$ cat src/toeq_pkg.sv
`default_nettype none
package toeq_pkg;

	localparam logic OP_INSERT = 1'b0;
	localparam logic OP_POP    = 1'b1;

	localparam logic [1:0] ST_OK    = 2'd0;
	localparam logic [1:0] ST_FULL  = 2'd1;
	localparam logic [1:0] ST_EMPTY = 2'd2;

	typedef struct packed {
		logic        opcode;
		logic [31:0] event_time;
		logic [7:0]  event_target;
		logic [7:0]  event_kind;
	} request_t;

	typedef struct packed {
		logic [1:0]  status;
		logic        popped_valid;
		logic [31:0] popped_time;
		logic [7:0]  popped_target;
		logic [7:0]  popped_kind;
		logic [6:0]  entry_count;
	} result_t;

	// per-cycle command broadcast to every cell
	typedef struct packed {
		logic ins;
		logic pop;
	} cell_ctrl_t;

endpackage
`default_nettype wire

$ cat src/toeq_cell.sv
`default_nettype none
module toeq_cell #(
	parameter int TIME_W = 32,
	parameter int NODE_W = 8
) (
	input  wire                      clk,
	input  wire                      arst_n,
	input  toeq_pkg::cell_ctrl_t     ctrl,
	input  wire [TIME_W-1:0]         new_time,
	input  wire [NODE_W-1:0]         new_target,
	input  wire [7:0]                new_kind,
	input  wire                      left_valid,
	input  wire                      left_ge,
	input  wire [TIME_W-1:0]         left_time,
	input  wire [NODE_W-1:0]         left_target,
	input  wire [7:0]                left_kind,
	input  wire                      right_valid,
	input  wire [TIME_W-1:0]         right_time,
	input  wire [NODE_W-1:0]         right_target,
	input  wire [7:0]                right_kind,
	output logic                     valid,
	output logic                     ge,
	output logic [TIME_W-1:0]        time_val,
	output logic [NODE_W-1:0]        target_val,
	output logic [7:0]               kind_val
);

	logic              valid_q;
	logic [TIME_W-1:0] time_q;
	logic [NODE_W-1:0] target_q;
	logic [7:0]        kind_q;

	// queue is sorted, so ge is monotone along the row
	assign ge         = valid_q && (time_q >= new_time);
	assign valid      = valid_q;
	assign time_val   = time_q;
	assign target_val = target_q;
	assign kind_val   = kind_q;

	always_ff @(posedge clk or negedge arst_n) begin
		if (!arst_n) begin
			valid_q <= 1'b0;
		end else if (ctrl.ins) begin
			valid_q <= valid_q | left_valid;
		end else if (ctrl.pop) begin
			valid_q <= right_valid;
		end
	end

	always_ff @(posedge clk) begin
		if (ctrl.ins) begin
			if (left_ge) begin
				time_q   <= left_time;
				target_q <= left_target;
				kind_q   <= left_kind;
			end else if (ge || !valid_q) begin
				// first slot at or after the new time, or first free slot
				time_q   <= new_time;
				target_q <= new_target;
				kind_q   <= new_kind;
			end
		end else if (ctrl.pop) begin
			time_q   <= right_time;
			target_q <= right_target;
			kind_q   <= right_kind;
		end
	end

endmodule
`default_nettype wire

$ cat config.mk
export PLATFORM = sky130hd
export DESIGN_NAME = toeq_cell
export DESIGN_NICKNAME = d
export VERILOG_FILES = /design/src/toeq_pkg.sv /design/src/toeq_cell.sv
export SDC_FILE = /design/constraint.sdc
export NUM_CORES = 1
export LEC_CHECK = 0
export BUFFER_PORTS_ARGS = -buffer_cell sky130_fd_sc_hd__clkbuf_2
export CAP_MARGIN = 20
export CORE_ASPECT_RATIO = 1.25
export CORE_MARGIN = 5
export CORE_UTILIZATION = 40
export CTS_BUF_LIST = sky130_fd_sc_hd__clkbuf_16
export DETAILED_ROUTE_END_ITERATION = 6
export PLACE_DENSITY_LB_ADDON = 0.12
export SLEW_MARGIN = 20
export SYNTH_ARGS = -nofsm -noshare
export SYNTH_HDL_FRONTEND = slang
export SYNTH_SLANG_ARGS = --single-unit
$ cat constraint.sdc
create_clock -name clk -period 4.31 [get_ports clk]
set_clock_uncertainty 0.1 [all_clocks]
set_input_delay 0.2155 -clock clk [delete_from_list [all_inputs] [get_ports clk]]
set_output_delay 0.2155 -clock clk [all_outputs]
set_load 0.02 [all_outputs]
==> flow_summary.toml <==
[outcome]
outcome = "finished, final reports clean"

[timing]
slew_headroom = 0.4111
setup-tns-final_ns = 0
setup_violations = 0
rsz0062_at_grt = "no"
hold_violations = 0
fin_crit_ns = 2.933
fin_crit_sh = 0.6806
slew_viol_final = 0
fmax_mhz = 340.9
worstMarginPinSlew_ns = 0.8834

[synth]
avgSynthCellArea_um2 = 10.07
netlist.top_cell.by_area = "edfxtp_1"
ys.flop_type = "edfxtp_1"
synth-edff-count = 48
yosys_register_bits = 49
synth_top_area_frac = 0.4337
synth_area_mm2 = 0.003323
yosysUniqueCellTypes = 31
yosysMostFrequentCell = "a21oi_1"
yosysSeqAreaShare = 0.4413
yosys-top-cells-area = "edfxtp_1 (43%), mux2i_1 (14%), ha_1 (12%)"
syn_nets = 513
synth_common_cells = "a21oi_1 (62), nor2_1 (52), edfxtp_1 (48), mux2i_1 (48), inv_1 (33)"
syn_inst = 330
yosysWarningCount = 0
synth-async-reset-ratio = 0.02041

[place]
io_buffers = 200
place_congestion = 0.8020
dpl.hpwl_um = 7401
dp.cells = 613
place_area_mm2 = 0.004420

[cts]
cts_resized = 0
clk_path_buf_depth = 2
cts.sinks = 49
clockRootBuffer = "clkbuf_16"
clkLatencyLatePin_ns = 0.28
clkTransAtPathRegs_ns = 0.06
postCtsSetupRepairBufs = 0
cts_hold_buf = 1
htreeDepth = 2
numCtsBuffers = 5
cts_tree = "built"

[critical_path]
required_ns = 4.19
startpoint_type = "flop"
worstSetupEndpointType = "flop"
timing.critical_path.depth = 6
arrival_ns = 2.82
cpMaxStageDelayCell = "a31oi_4"
cp_top_family = "compound AO/OA/AOI/OAI gates"
path_cells = "ha_1 > nand4_1 > nor4_1 > o31ai_2 > a31oi_4 > buf_12"
reg2regPathDepth = 6
slowest_delay_ns = 0.73
path_buf_inv = 1
worstSetupPathType = "flop to flop"
crit_fanout = 26

[detailed_routing]
routedWlPerCell_um = 14.22
ant_nets = 0
dr.pass1.iters = 4
wl_um = 8845
via_per_inst = 4.879
vias = 3035
drcViolationCount = 0
drt_iter0_drc = 83

[grt]
grt_overflow_total = 0
antenna_found_initial = 0
grt_pass1_vias = 3126
grt_max_degree = 100
grt_pass1_wl_um = 14100
grt_usage = 0.1678

[die]
initial_core_util = 0.4056
die_x_um = 91.53
dieArea_mm2 = 0.01024
pin_count = 201
dieHeight_um = 111.9
core_area_mm2 = 0.008194
num_rows = 37

[final_layout]
fill_cells = 781
fin_cells = 622
drive_above_1_share = 0.4114
num_antenna_cells = 0
fin_area_mm2 = 0.004567
syn2layout_area_growth_pct = 37.42
fin_nets = 707

[power]
p_leak_nw = 2.382
ir_worst_vdd_uv = 178.5
power-per-cell-area_mw_per_mm2 = 301.6

[min_path]
min_path_type = "primary input to flop"
hold_depth = 3

[job]
max-cap-violations = 0
through the flow:
stage	hold slack [ns]	util	total power [mW]	setup slack, ns
after floorplan	-0.1801	-	0.8609	0.7463
after global placement	-0.1085	0.5395	1.022	1.356
after detailed placement	-0.1062	0.5395	1.031	1.301
after CTS	0.1089	0.5573	1.395	1.283
after global routing	0.1444	0.5573	1.457	1.092
final	0.1078	0.5573	1.377	1.377
worst paths after layout:
path / to / startpoint / slack (ns)
hold reg to reg: valid$_DFFE_PN0P_ / valid$_DFFE_PN0P_ / 0.56
hold / removal: valid$_DFFE_PN0P_ / left_valid / 0.11
max in group asynchronous: valid$_DFFE_PN0P_ / arst_n / 3.87
setup / recovery: time_val[7]$_DFFE_PP_ / time_val[23]$_DFFE_PP_ / 1.38
setup reg to reg: time_val[7]$_DFFE_PP_ / time_val[23]$_DFFE_PP_ / 1.38
min in group asynchronous: valid$_DFFE_PN0P_ / arst_n / 0.15
where the power goes:
| group | leakage [nW] | switching (mW) | internal, mW |
|---|---|---|---|
| sequential | 0.484 | 0.0228 | 0.589 |
| combinational | 1.82 | 0.231 | 0.172 |
| clock | 0.0738 | 0.154 | 0.209 |
| total | 2.38 | 0.408 | 0.969 |
per-layer routing:
| layer | vias to the layer above | share of wire | track usage |
|---|---|---|---|
| met5 | - | 0 | 0 |
| met4 | 0 | 0.016 | 0.03924 |
| met3 | 10 | 0.070 | 0.04595 |
| met2 | 100 | 0.53 | 0.3159 |
| met1 | 1344 | 0.38 | 0.1842 |
| li1 | 1581 | - | - |
area by class of cell:
class | count | area, um^2 | area share
sequential | 49 | 1466 | 0.3211
multi-input combinational | 231 | 1673 | 0.3663
clock inverter | 3 | 11.26 | 0.002466
clock buffer | 5 | 125.1 | 0.02740
inverter | 33 | 123.9 | 0.02712
tap | 97 | 121.4 | 0.02658
timing repair buffer | 204 | 1046 | 0.2290
flip-flops by register name (all words and copies together), names as in the netlist:
| register | count |
|---|---|
| kind_val | 8 |
| time_val | 32 |
| target_val | 8 |
| valid | 1 |
worst min-delay path, cell delays in order:
cell and delay, ns:
clkbuf_2 0.08, nor2_1 0.07, a21oi_1 0.07
cells in the final DEF (no fill, tap or decap):
cell,Yosys,routed
clkbuf_2,0,198
a21oi_1,62,62
nor2_1,52,52
mux2i_1,48,48
edfxtp_1,48,48
inv_1,33,35
ha_1,32,32
nand2_1,6,6
o21ai_0,5,5
nand4_1,5,5
clkbuf_16,0,5
nand3_1,3,3
a21o_1,2,2
and4_1,2,2
buf_2,3,2
buf_4,2,2
nor3_1,1,1
a221o_1,1,1
a211oi_2,1,1
nand2_2,1,1
a21o_2,1,1
nand2b_4,1,1
a2111oi_4,1,1
a2111oi_2,1,1
nor4_1,1,1
o31ai_2,1,1
a31oi_4,0,1
a21boi_1,1,1
nor2b_1,1,1
a211oi_1,1,1
clkinv_1,0,1
dlygate4sd3_1,0,1
buf_12,0,1
dfrtp_1,1,1
kinds of logic after synthesis:
kind of cell / Yosys count / share of synthesized area
AOI/OAI and AO/OA: 78 / 0.1378
muxes: 48 / 0.1446
and+or+nand+nor: 73 / 0.09601
buffers and inverters: 50 / 0.05986
adders and majority gates: 32 / 0.1205
DFF: 49 / 0.4413
No activity file was read; power rests on OpenSTA's default activity.
